[config.mk]
export PLATFORM = sky130hd
export DESIGN_NAME = matrix_multiply_engine_core
export DESIGN_NICKNAME = d
export VERILOG_FILES = /design/src/sv/mme_pkg.sv /design/src/sv/matrix_multiply_engine_core.sv /design/src/sv/mme_operand_ram.sv /design/src/sv/mme_mac.sv
export SDC_FILE = /design/constraint.sdc
export NUM_CORES = 2
export LEC_CHECK = 0
export ABC_AREA = 1
export BUFFER_PORTS_ARGS = -buffer_cell sky130_fd_sc_hd__buf_2
export CAP_MARGIN = 0
export CORE_MARGIN = 3
export CORE_UTILIZATION = 59
export DETAILED_ROUTE_END_ITERATION = 8
export PLACE_DENSITY = 0.75
export SYNTH_ARGS = -nofsm -noshare
export SYNTH_HDL_FRONTEND = slang
export SYNTH_SLANG_ARGS = --single-unit
[constraint.sdc]
create_clock -name clk -period 8.9 [get_ports clk]
set_input_delay 0.89 -clock clk [delete_from_list [all_inputs] [get_ports clk]]
set_output_delay 0.89 -clock clk [all_outputs]
set_load 0.005 [all_outputs]
[src/sv/mme_pkg.sv]
package mme_pkg;

  // Defaults for the top-level parameters
  localparam int MAX_ORDER_DEF  = 4;
  localparam int WORD_WIDTH_DEF = 32;

  // Order register
  localparam int            ORDER_W     = 3;
  localparam logic [ORDER_W-1:0] ORDER_RESET = 3'd4;

  // Item commands
  typedef enum logic [1:0] {
    CMD_WRITE_A = 2'd0,
    CMD_WRITE_B = 2'd1,
    CMD_START   = 2'd2,
    CMD_READ_C  = 2'd3
  } cmd_t;

  // Control that travels with each multiply-accumulate step
  typedef struct packed {
    logic valid;  // step carries a product
    logic first;  // first term of a dot product
    logic last;   // last term of a dot product
    logic fin;    // last term of the whole matrix
  } mac_ctrl_t;

endpackage

[src/sv/matrix_multiply_engine_core.sv]
// Square integer matrix multiplier. Items write elements of A or B, start
// C = A x B, or read an element of C; every item returns one result holding
// read_data (C element for reads, else zero) and the done flag. A start runs
// N*N*N multiply-accumulates through one shared multiplier and accumulator,
// one per cycle, followed by a pipeline drain through the operand RAM read,
// multiply and accumulate stages; no new item is taken meanwhile. The order
// register saturates at MAX_ORDER; indexes at or beyond N*N are ignored by
// writes and read back as zero. C reads as zero until computed.
module matrix_multiply_engine_core #(
  parameter int MAX_ORDER  = mme_pkg::MAX_ORDER_DEF,
  parameter int WORD_WIDTH = mme_pkg::WORD_WIDTH_DEF,
  parameter int IDX_W      = $clog2(MAX_ORDER * MAX_ORDER)
) (
  input  logic                        clk,
  input  logic                        rst,
  input  logic                        cfg_write_en,
  input  logic [mme_pkg::ORDER_W-1:0] cfg_write_data,
  input  logic                        in_valid,
  output logic                        in_stall,
  input  logic [1:0]                  command,
  input  logic [IDX_W-1:0]            element_index,
  input  logic [WORD_WIDTH-1:0]       element_value,
  output logic                        out_valid,
  input  logic                        out_stall,
  output logic [WORD_WIDTH-1:0]       read_data,
  output logic                        done_res
);
  import mme_pkg::*;

  localparam int DEPTH  = MAX_ORDER * MAX_ORDER;
  localparam int ORD_W  = $clog2(MAX_ORDER + 1);
  localparam int CNT_W  = $clog2(MAX_ORDER);
  localparam int NN_W   = 2 * ORD_W;

  typedef enum logic [2:0] {
    S_IDLE  = 3'b001,
    S_MAC   = 3'b010,
    S_DRAIN = 3'b100
  } state_t;

  state_t               state;
  logic [ORDER_W-1:0]   order_cfg;
  logic                 done_flag;

  logic [ORD_W-1:0]     order_n;
  logic [NN_W-1:0]      order_nn;
  logic                 in_range;
  logic                 in_accept;
  cmd_t                 cmd;

  // Sequencer counters and running addresses
  logic [CNT_W-1:0]     i_cnt;
  logic [CNT_W-1:0]     j_cnt;
  logic [CNT_W-1:0]     k_cnt;
  logic [IDX_W-1:0]     row_base;
  logic [IDX_W-1:0]     a_addr;
  logic [IDX_W-1:0]     b_addr;
  logic                 i_last;
  logic                 j_last;
  logic                 k_last;

  mac_ctrl_t            ctrl0;
  mac_ctrl_t            ctrl1;
  logic [IDX_W-1:0]     caddr0;
  logic [IDX_W-1:0]     caddr1;
  logic [WORD_WIDTH-1:0] a_rdata;
  logic [WORD_WIDTH-1:0] b_rdata;

  mac_ctrl_t            res_ctrl;
  logic [IDX_W-1:0]     res_addr;
  logic [WORD_WIDTH-1:0] res_data;

  logic [WORD_WIDTH-1:0] c_mem [DEPTH];
  logic [DEPTH-1:0]      c_valid;

  // Effective order and range check
  always_comb begin
    if (int'(order_cfg) > MAX_ORDER) begin
      order_n = ORD_W'(MAX_ORDER);
    end else begin
      order_n = ORD_W'(order_cfg);
    end
    order_nn = NN_W'(order_n) * NN_W'(order_n);
    in_range = NN_W'(element_index) < order_nn;
  end

  assign cmd       = cmd_t'(command);
  assign in_stall  = (state != S_IDLE) || (out_valid && out_stall);
  assign in_accept = in_valid && !in_stall;

  assign i_last = (ORD_W'(i_cnt) == order_n - ORD_W'(1));
  assign j_last = (ORD_W'(j_cnt) == order_n - ORD_W'(1));
  assign k_last = (ORD_W'(k_cnt) == order_n - ORD_W'(1));

  // Step issued this cycle
  always_comb begin
    ctrl0.valid = (state == S_MAC);
    ctrl0.first = (k_cnt == '0);
    ctrl0.last  = k_last;
    ctrl0.fin   = k_last && j_last && i_last;
    caddr0      = row_base + IDX_W'(j_cnt);
  end

  // Order register
  always_ff @(posedge clk) begin
    if (rst) begin
      order_cfg <= ORDER_RESET;
    end else if (cfg_write_en) begin
      order_cfg <= cfg_write_data;
    end
  end

  mme_operand_ram #(.DEPTH(DEPTH), .AW(IDX_W), .WW(WORD_WIDTH)) u_a_ram (
    .clk   (clk),
    .we    (in_accept && cmd == CMD_WRITE_A && in_range),
    .waddr (element_index),
    .wdata (element_value),
    .raddr (a_addr),
    .rdata (a_rdata)
  );

  mme_operand_ram #(.DEPTH(DEPTH), .AW(IDX_W), .WW(WORD_WIDTH)) u_b_ram (
    .clk   (clk),
    .we    (in_accept && cmd == CMD_WRITE_B && in_range),
    .waddr (element_index),
    .wdata (element_value),
    .raddr (b_addr),
    .rdata (b_rdata)
  );

  // Align step control with the registered operand reads
  always_ff @(posedge clk) begin
    if (rst) begin
      ctrl1 <= '0;
    end else begin
      ctrl1 <= ctrl0;
    end
    caddr1 <= caddr0;
  end

  mme_mac #(.AW(IDX_W), .WW(WORD_WIDTH)) u_mac (
    .clk      (clk),
    .rst      (rst),
    .ctrl_in  (ctrl1),
    .addr_in  (caddr1),
    .a        (a_rdata),
    .b        (b_rdata),
    .res_ctrl (res_ctrl),
    .res_addr (res_addr),
    .res_data (res_data)
  );

  // Store finished dot products into C
  always_ff @(posedge clk) begin
    if (res_ctrl.valid && res_ctrl.last) begin
      c_mem[res_addr] <= res_data;
    end
  end

  always_ff @(posedge clk) begin
    if (rst) begin
      c_valid <= '0;
    end else if (res_ctrl.valid && res_ctrl.last) begin
      c_valid[res_addr] <= 1'b1;
    end
  end

  // Sequencer: walk i, j, k and keep the operand addresses running
  always_ff @(posedge clk) begin
    if (rst) begin
      state <= S_IDLE;
    end else begin
      case (state)
        S_IDLE: begin
          if (in_accept && cmd == CMD_START && order_n != '0) begin
            state <= S_MAC;
          end
        end
        S_MAC: begin
          if (k_last && j_last && i_last) begin
            state <= S_DRAIN;
          end
        end
        S_DRAIN: begin
          if (res_ctrl.valid && res_ctrl.fin) begin
            state <= S_IDLE;
          end
        end
        default: state <= S_IDLE;
      endcase
    end
  end

  always_ff @(posedge clk) begin
    if (state != S_MAC) begin
      i_cnt    <= '0;
      j_cnt    <= '0;
      k_cnt    <= '0;
      row_base <= '0;
      a_addr   <= '0;
      b_addr   <= '0;
    end else if (!k_last) begin
      k_cnt  <= k_cnt + CNT_W'(1);
      a_addr <= a_addr + IDX_W'(1);
      b_addr <= b_addr + IDX_W'(order_n);
    end else begin
      k_cnt <= '0;
      if (!j_last) begin
        j_cnt  <= j_cnt + CNT_W'(1);
        a_addr <= row_base;
        b_addr <= IDX_W'(j_cnt) + IDX_W'(1);
      end else begin
        j_cnt    <= '0;
        i_cnt    <= i_cnt + CNT_W'(1);
        row_base <= row_base + IDX_W'(order_n);
        a_addr   <= row_base + IDX_W'(order_n);
        b_addr   <= '0;
      end
    end
  end

  // Done flag and result register
  always_ff @(posedge clk) begin
    if (rst) begin
      done_flag <= 1'b0;
      out_valid <= 1'b0;
    end else begin
      if (out_valid && !out_stall) begin
        out_valid <= 1'b0;
      end
      if (in_accept) begin
        case (cmd)
          CMD_WRITE_A, CMD_WRITE_B: begin
            out_valid <= 1'b1;
            if (in_range) begin
              done_flag <= 1'b0;
              done_res  <= 1'b0;
            end else begin
              done_res  <= done_flag;
            end
            read_data <= '0;
          end
          CMD_START: begin
            // Order zero finishes at once; otherwise wait for the drain
            if (order_n == '0) begin
              out_valid <= 1'b1;
              done_flag <= 1'b1;
              done_res  <= 1'b1;
              read_data <= '0;
            end
          end
          CMD_READ_C: begin
            out_valid <= 1'b1;
            done_res  <= done_flag;
            if (in_range && c_valid[element_index]) begin
              read_data <= c_mem[element_index];
            end else begin
              read_data <= '0;
            end
          end
          default: begin
            out_valid <= 1'b0;
          end
        endcase
      end else if (state == S_DRAIN && res_ctrl.valid && res_ctrl.fin) begin
        out_valid <= 1'b1;
        done_flag <= 1'b1;
        done_res  <= 1'b1;
        read_data <= '0;
      end
    end
  end

endmodule

[src/sv/mme_operand_ram.sv]
module mme_operand_ram #(
  parameter int DEPTH = 16,
  parameter int AW    = 4,
  parameter int WW    = 32
) (
  input  logic          clk,
  input  logic          we,
  input  logic [AW-1:0] waddr,
  input  logic [WW-1:0] wdata,
  input  logic [AW-1:0] raddr,
  output logic [WW-1:0] rdata
);

  logic [WW-1:0] mem [DEPTH];

  // Write one entry, read one entry into a register
  always_ff @(posedge clk) begin
    if (we) begin
      mem[waddr] <= wdata;
    end
    rdata <= mem[raddr];
  end

endmodule

[src/sv/mme_mac.sv]
module mme_mac #(
  parameter int AW = 4,
  parameter int WW = 32
) (
  input  logic                clk,
  input  logic                rst,
  input  mme_pkg::mac_ctrl_t  ctrl_in,
  input  logic [AW-1:0]       addr_in,
  input  logic [WW-1:0]       a,
  input  logic [WW-1:0]       b,
  output mme_pkg::mac_ctrl_t  res_ctrl,
  output logic [AW-1:0]       res_addr,
  output logic [WW-1:0]       res_data
);
  import mme_pkg::*;

  mac_ctrl_t     ctrl_p;
  logic [AW-1:0] addr_p;
  logic [WW-1:0] prod;
  mac_ctrl_t     ctrl_r;
  logic [AW-1:0] addr_r;
  logic [WW-1:0] acc;

  // Control flow through the product and accumulate stages
  always_ff @(posedge clk) begin
    if (rst) begin
      ctrl_p <= '0;
      ctrl_r <= '0;
    end else begin
      ctrl_p <= ctrl_in;
      ctrl_r <= ctrl_p;
    end
  end

  // Multiply; only the low word of the product is kept (wrapping)
  always_ff @(posedge clk) begin
    addr_p <= addr_in;
    prod   <= a * b;
  end

  // Accumulate, restarting on the first term of each dot product
  always_ff @(posedge clk) begin
    addr_r <= addr_p;
    if (ctrl_p.valid) begin
      acc <= ctrl_p.first ? prod : acc + prod;
    end
  end

  assign res_ctrl = ctrl_r;
  assign res_addr = addr_r;
  assign res_data = acc;

endmodule

# Word-level counts from Yosys, hierarchy flattened
# Memory sizes are Yosys's and may differ from the RTL's. A register that Yosys moved wholly into a read port is not among the register bits.
# Cells that the tools add are included.
[op_classes] addsub=10 n_mul=2 div=0 order_cmp=5 n_eq_ne=16 n_shift=0 muxes=38 bitwise=2 n_reduce_logical=32
[ops] operator="2-to-1 mux 32 bit" n=5
[ops] operator="one-hot mux 32 bit (3 select lines)" n=1
[ops] operator="adder 32 bit" n=1
[ops] operator="multiplier 32 x 32 -> 32 bit" n=1
[ops] operator="logical AND 1 bit" n=17
[ops] operator="2-to-1 mux 1 bit" n=17
[ops] operator="OR 16 bit" n=1
[ops] operator="2-to-1 mux 3 bit" n=5
[ops] operator="2-to-1 mux 4 bit" n=3
[ops] operator="less-than comparator 4 x 5 -> 1 bit (second input constant)" n=2
[ops] operator="== test 2 x 3 -> 1 bit" n=3
[ops] operator="one-hot mux 3 bit (3 select lines)" n=1
[ops] operator="AND reduction 3 bit" n=3
[ops] operator="adder 4 x 3 -> 4 bit" n=2
[ops] operator="adder 2 x 1 -> 2 bit (second input constant)" n=3
[ops] operator="less-than comparator 4 x 6 -> 1 bit" n=1
[ops] operator="multiplier 3 x 3 -> 6 bit" n=1
[ops] operator="inequality test 2 bit (second input constant)" n=3
[ops] operator="inequality test 3 x 1 -> 1 bit (second input constant)" n=2
[ops] operator="inequality test 3 x 2 -> 1 bit (second input constant)" n=2
[ops] operator="adder 4 x 1 -> 4 bit (second input constant)" n=1
[ops] operator="adder 4 x 2 -> 4 bit" n=1
[ops] operator="binary-select mux 1 bit (select 4 bit)" n=1
[ops] operator="demux 1 bit (select 4 bit)" n=1
[ops] operator="22 further kinds" n=27
[totals] ff_bits=162 latch_bits=0 mem_bits_rw=1536 romBits=0 elab_cells=137 n_memories=3
[mem_list] name="c_mem" depth=16 width=32 rd=1 rd_ports_with_merged_regs=0 write_ports=1 line="matrix_multiply_engine_core.sv:73" rtl="logic [WORD_WIDTH-1:0] c_mem [DEPTH];"
[mem_list] name="u_a_ram.mem" depth=16 width=32 rd=1 rd_ports_with_merged_regs=1 write_ports=1 line="mme_operand_ram.sv:14" rtl="logic [WW-1:0] mem [DEPTH];"
[mem_list] name="u_b_ram.mem" depth=16 width=32 rd=1 rd_ports_with_merged_regs=1 write_ports=1 line="mme_operand_ram.sv:14"

# Depth between registers and ports, before layout
[depth] ltp_word=8 depth_mapped=31 depth_no_buf=29

# Hierarchy
# A second synthesis with hierarchy kept.
[unflattened] hier_cells=9096 area_unflattened_um2=90958.5
[by_module_without_submodules] module="mme_operand_ram" n_inst=2 cells_each=2120 area_per_inst_um2=22730.6 seq_area_each_um2=16015.4
[by_module_without_submodules] module="matrix_multiply_engine_core" n_inst=1 cells_each=2082 area_per_inst_um2=24578.6 seq_area_each_um2=17366.7
[by_module_without_submodules] module="mme_mac" n_inst=1 cells_each=2774 area_per_inst_um2=20918.8 seq_area_each_um2=1921.8

# Least setup slack after synthesis
# Ideal clock, no wire load.
[synth_timing] path_kind="register to register" from="reg u_b_ram.rdata[6], read port of u_b_ram.mem" to="reg u_mac.prod[28]" setup_time_ns=0.123 t_arrival_ns=6.219 setup_slack_ns=2.557 path_stages_with_launch=28 period_less_slack_ns=6.343 cell_sequence="dfxtp_1 > clkbuf_1 > clkbuf_1 > nand2_1 > inv_1 > fa_1 > fa_1 > fa_1 > inv_1 > fa_1 > inv_1 > fa_1 > inv_1 > fa_1 > inv_1 > fa_1 > fa_1 > ha_1 > nand2_1 > nor2_1 > inv_1 > nor3_1 > nand3_1 > nand3_1 > nand2_1 > nand2_1 > a21oi_1 > xor2_1"
[synth_via] elab_chain_cells=1
[synth_lines] item="start: declaration" line="mme_operand_ram.sv:11" rtl="output logic [WW-1:0] rdata"
[synth_lines] item="multiplier 32 x 32 -> 32 bit" line="mme_mac.sv:38" rtl="prod <= a * b;"
[synth_lines] item="end signal: assignment" line="mme_mac.sv:38"
[synth_lines] item="end: declaration" line="mme_mac.sv:19" rtl="logic [WW-1:0] prod;"
# Every way passes these cells.
# A chain may end at the register's enable or synchronous reset.

# Final worst setup path
[layout_timing] from="reg u_b_ram.rdata[2], read port of u_b_ram.mem" to="reg u_mac.prod[29]"
# The elaborated chain is that of the path after synthesis.

==> results.py <==
metrics = {
    "worst_hold_path": {
        "hold_end": "order_cfg[2]",
        "holdPathStages": 3,
        "min_path_type": "in2reg",
        "hold_start": "cfg_write_data[2]",
    },
    "setup_path": {
        "critical_path.slowest_cell": "dfxtp_1",
        "path_delay_family": "adder cells",
        "critical_path.most_common_cell": "fa_1",
        "worstSetupStartpointType": "flip-flop",
        "timing.setup.critical_path_class": "reg2reg",
        "rr_endpoint": "u_mac.prod[29]",
        "ff_to_ff_setup_slack_ns": 1.72,
        "reg2regPathDepth": 25,
        "critical_path_arrival_ns": 7.87,
        "worst-path-buf-inv": 7,
        "critical_path.reg2reg.startpoint": "u_b_ram.rdata[2]",
        "cp_slowest_stage_delay_ns": 0.96,
        "worst_setup_path_end_kind": "flip-flop",
        "path_max_fanout": 23,
        "worst-endpoint-required_ns": 9.58,
    },
    "sta": {
        "min_period_ns": 7.18,
        "final-setup-viol-count": 0,
        "worstMarginPinSlew_ns": 1.18,
        "period_share_pct": 80.7,
        "timing.clock.skew_ns": 0.0470,
        "grt_setup_unrepaired": "false",
        "layout_setup_ws_ns": 1.72,
        "max_slew_violation_count": 0,
        "hold_violations": 0,
        "max_slew_margin_pct": 21.1,
        "maxClockFrequency_mhz": 139,
        "totalNegativeSetupSlack_ns": 0,
    },
    "finish": {
        "footprint_of_the_multi_input_gates_sq_um": 28700,
        "most_frequent_cells_in_the_layout": "edfxtp_1 (1601), nand2_1 (972), inv_1 (968)",
        "area.growth.synth_to_final_pct": 9.42,
        "regArea_sq_um": 51300,
        "most_common_cell_after_layout_fill_and_taps_aside": "edfxtp_1",
        "fraction_of_layout_instances_using_a_drive_strength_above_1_pct": 8.09,
        "postLayoutCellArea_sq_um": 93100,
        "post_layout_nonfiller_instances": 9037,
        "number_of_fillers_in_the_final_layout": 10200,
        "nets": 7624,
    },
    "power_and_ir_drop": {
        "fin_total_pwr_uw": 19100,
        "static-leakage-power_uw": 0.0356,
        "maximum_vdd_drop_mv": 0.190,
        "power.density_nw_per_um2": 205,
    },
    "clocking": {
        "clkLatencyLatePin_ns": 0.83,
        "clk_transition_reported_paths_ns": 0.06,
        "cts_max_path_buffers": 3,
        "tritoncts_clock_tree": "built",
        "cts_setup_buffers": 0,
        "cts.sinks": 1762,
        "cts-buffers-inserted": 173,
        "ctsResizeCount": 0,
        "cts_root_buffer": "clkbuf_16",
        "postCtsHoldBufs": 0,
        "htree_num_levels": 4,
    },
    "route": {
        "post_drt_wl_per_cell_um": 23.6,
        "post_drt_via_cell_ratio": 6.04,
        "post-route-drc-count": 0,
        "detailroute.via_count": 54600,
        "ant_nets": 0,
        "drt_iter0_drcs": 5591,
        "detail_route.wirelength_um": 213000,
        "drt_pass1_iterations": 8,
    },
    "global_routing": {
        "grt-ovfl-total": 0,
        "grt_pass1_wl_um": 322000,
        "via_count_of_the_first_global_routing_pass": 53800,
        "antenna_found_initial": 1,
        "grt_start_max_net_pins": 184,
        "grt_util_all_layers_pct": 28.8,
    },
    "floorplan": {
        "fp.dieW_um": 386,
        "floorplan.initialDensity_pct": 59.8,
        "fp.dieArea_sq_um": 149000,
        "ioPinCount": 81,
        "number_of_standard_cell_rows_in_the_floorplan": 138,
        "core_region_area_sq_um": 142000,
        "die_ht_um": 386,
    },
    "logic_synthesis": {
        "ys_seq_elements": 1762,
        "syn_area_sq_um": 85100,
        "synth.avg_cell_area_sq_um": 12.1,
        "synthesis.nets": 7656,
        "portion_of_the_post_synthesis_area_used_by_sequential_elements_pct": 60.3,
        "syn-instance-count": 7027,
        "synth_edf_count": 1601,
        "yosys.cell_types.count": 56,
        "postSynth.topFlopCell": "edfxtp_1",
        "postSynth.asyncResetShare_pct": 0,
        "synth_warnings": 0,
    },
    "place": {
        "dp.cells": 8710,
        "place_congestion": 0.937,
        "placed_area_sq_um": 87400,
        "dp_slack_ns": 1.77,
        "port-buffer-count": 80,
        "place.detailed.hpwl_um": 128000,
    },
    "run": {
        "cap_viol_max_count": 0,
    },
    "outcome": {
        "status": "finished clean",
    },
}
==> metal layers <==
layer | GRT usage (%) | part of all wire, %
met1 | 39.2 | 39
met2 | 45.9 | 47
met3 | 5.90 | 10
met4 | 11.4 | 3.9
met5 | 0 | 0
==> worst reg2reg max path: stages (launching register included) <==
cell and delay [ns]:
dfxtp_1 0.96, buf_4 0.32, nand2_1 0.07, inv_1 0.11
fa_1 0.40, inv_1 0.08, fa_1 0.43, fa_1 0.47
fa_1 0.55, inv_1 0.05, fa_1 0.50, inv_1 0.05
fa_1 0.53, inv_1 0.05, fa_1 0.50, fa_1 0.43
ha_1 0.36, nand2_1 0.11, nor2_1 0.12, inv_1 0.07
nor2_1 0.17, nand4_1 0.13, nand3_1 0.18, a21o_1 0.21
a21oi_1 0.10, xor2_1 0.14
==> synthesized netlist by cell type (161+ instances only) <==
cell type / count / area share (%)
edfxtp_1: 1601 / 56
o21ai_0: 355 / 2.1
mux2i_1: 239 / 2.8
ha_1: 171 / 2.5
nor2_1: 282 / 1.2
fa_1: 412 / 9.7
inv_1: 971 / 4.3
dfxtp_1: 161 / 3.8
a21oi_1: 217 / 1.3
nand3_1: 520 / 3.1
nand2_1: 972 / 4.3
clkbuf_1: 265 / 1.2
==> through the flow <==
| stage | hold WS, ns | utilization, % |
|---|---|---|
| after floorplan | 0.310 | - |
| after global placement | 0.312 | 61.4 |
| after detailed placement | 0.314 | 61.4 |
| after CTS | 0.259 | 65.4 |
| after global routing | 0.287 | 65.4 |
| final | 0.325 | 65.4 |
==> how the worst max path moves through the flow <==
stage	startpoint	end	slack (ns)	depth (start not counted)
finish	u_b_ram.rdata[2]	u_mac.prod[29]	1.72	25
global route	u_b_ram.rdata[2]	u_mac.prod[28]	1.37	26
CTS	u_b_ram.rdata[2]	u_mac.prod[29]	1.77	25
detailed placement	u_b_ram.rdata[2]	u_mac.prod[29]	1.77	25
global placement	u_b_ram.rdata[2]	u_mac.prod[28]	1.90	26
floorplan	u_b_ram.rdata[6]	u_mac.prod[28]	2.56	27
==> cells by family after synthesis <==
group,after synthesis,synth area share [%]
simple gates,1876,9.35
flops,1762,60.3
buf+inv,1384,6.35
compound gates,1135,8.52
fa+ha+maj,583,12.2
mux,239,2.81
xor+xnor,48,0.503
==> flip-flops by register name (all words and copies together), names as in the netlist, 2 cells and up <==
name / count
a_addr: 4
b_addr: 4
c_mem: 512
c_valid: 16
caddr1: 4
ctrl1: 4
i_cnt: 2
j_cnt: 2
k_cnt: 2
order_cfg: 3
read_data: 32
row_base: 4
state: 3
u_a_ram.mem: 512
u_a_ram.rdata: 32
u_b_ram.mem: 512
u_b_ram.rdata: 32
u_mac.addr_p: 4
u_mac.ctrl_p: 4
u_mac.prod: 32
u_mac.res_addr: 4
u_mac.res_ctrl: 3
u_mac.res_data: 32
==> power breakdown <==
group | switching (uW) | leakage [uW] | internal [uW]
logic | 1690 | 0.0171 | 962
registers | 88.9 | 0.0158 | 9110
clock network | 3130 | 0.00278 | 4080
==> layout make-up <==
cell class	instances	area share, %
timing repair buffer	199	1.43
clock buffer	230	5.08
sequential	1762	55.1
multi-input combinational	3881	30.8
clock inverter	96	1.05
inverter	978	3.95
tap	1890	2.54
antenna	1	0.00269
Note: power is estimated with default switching activity, not from simulation.
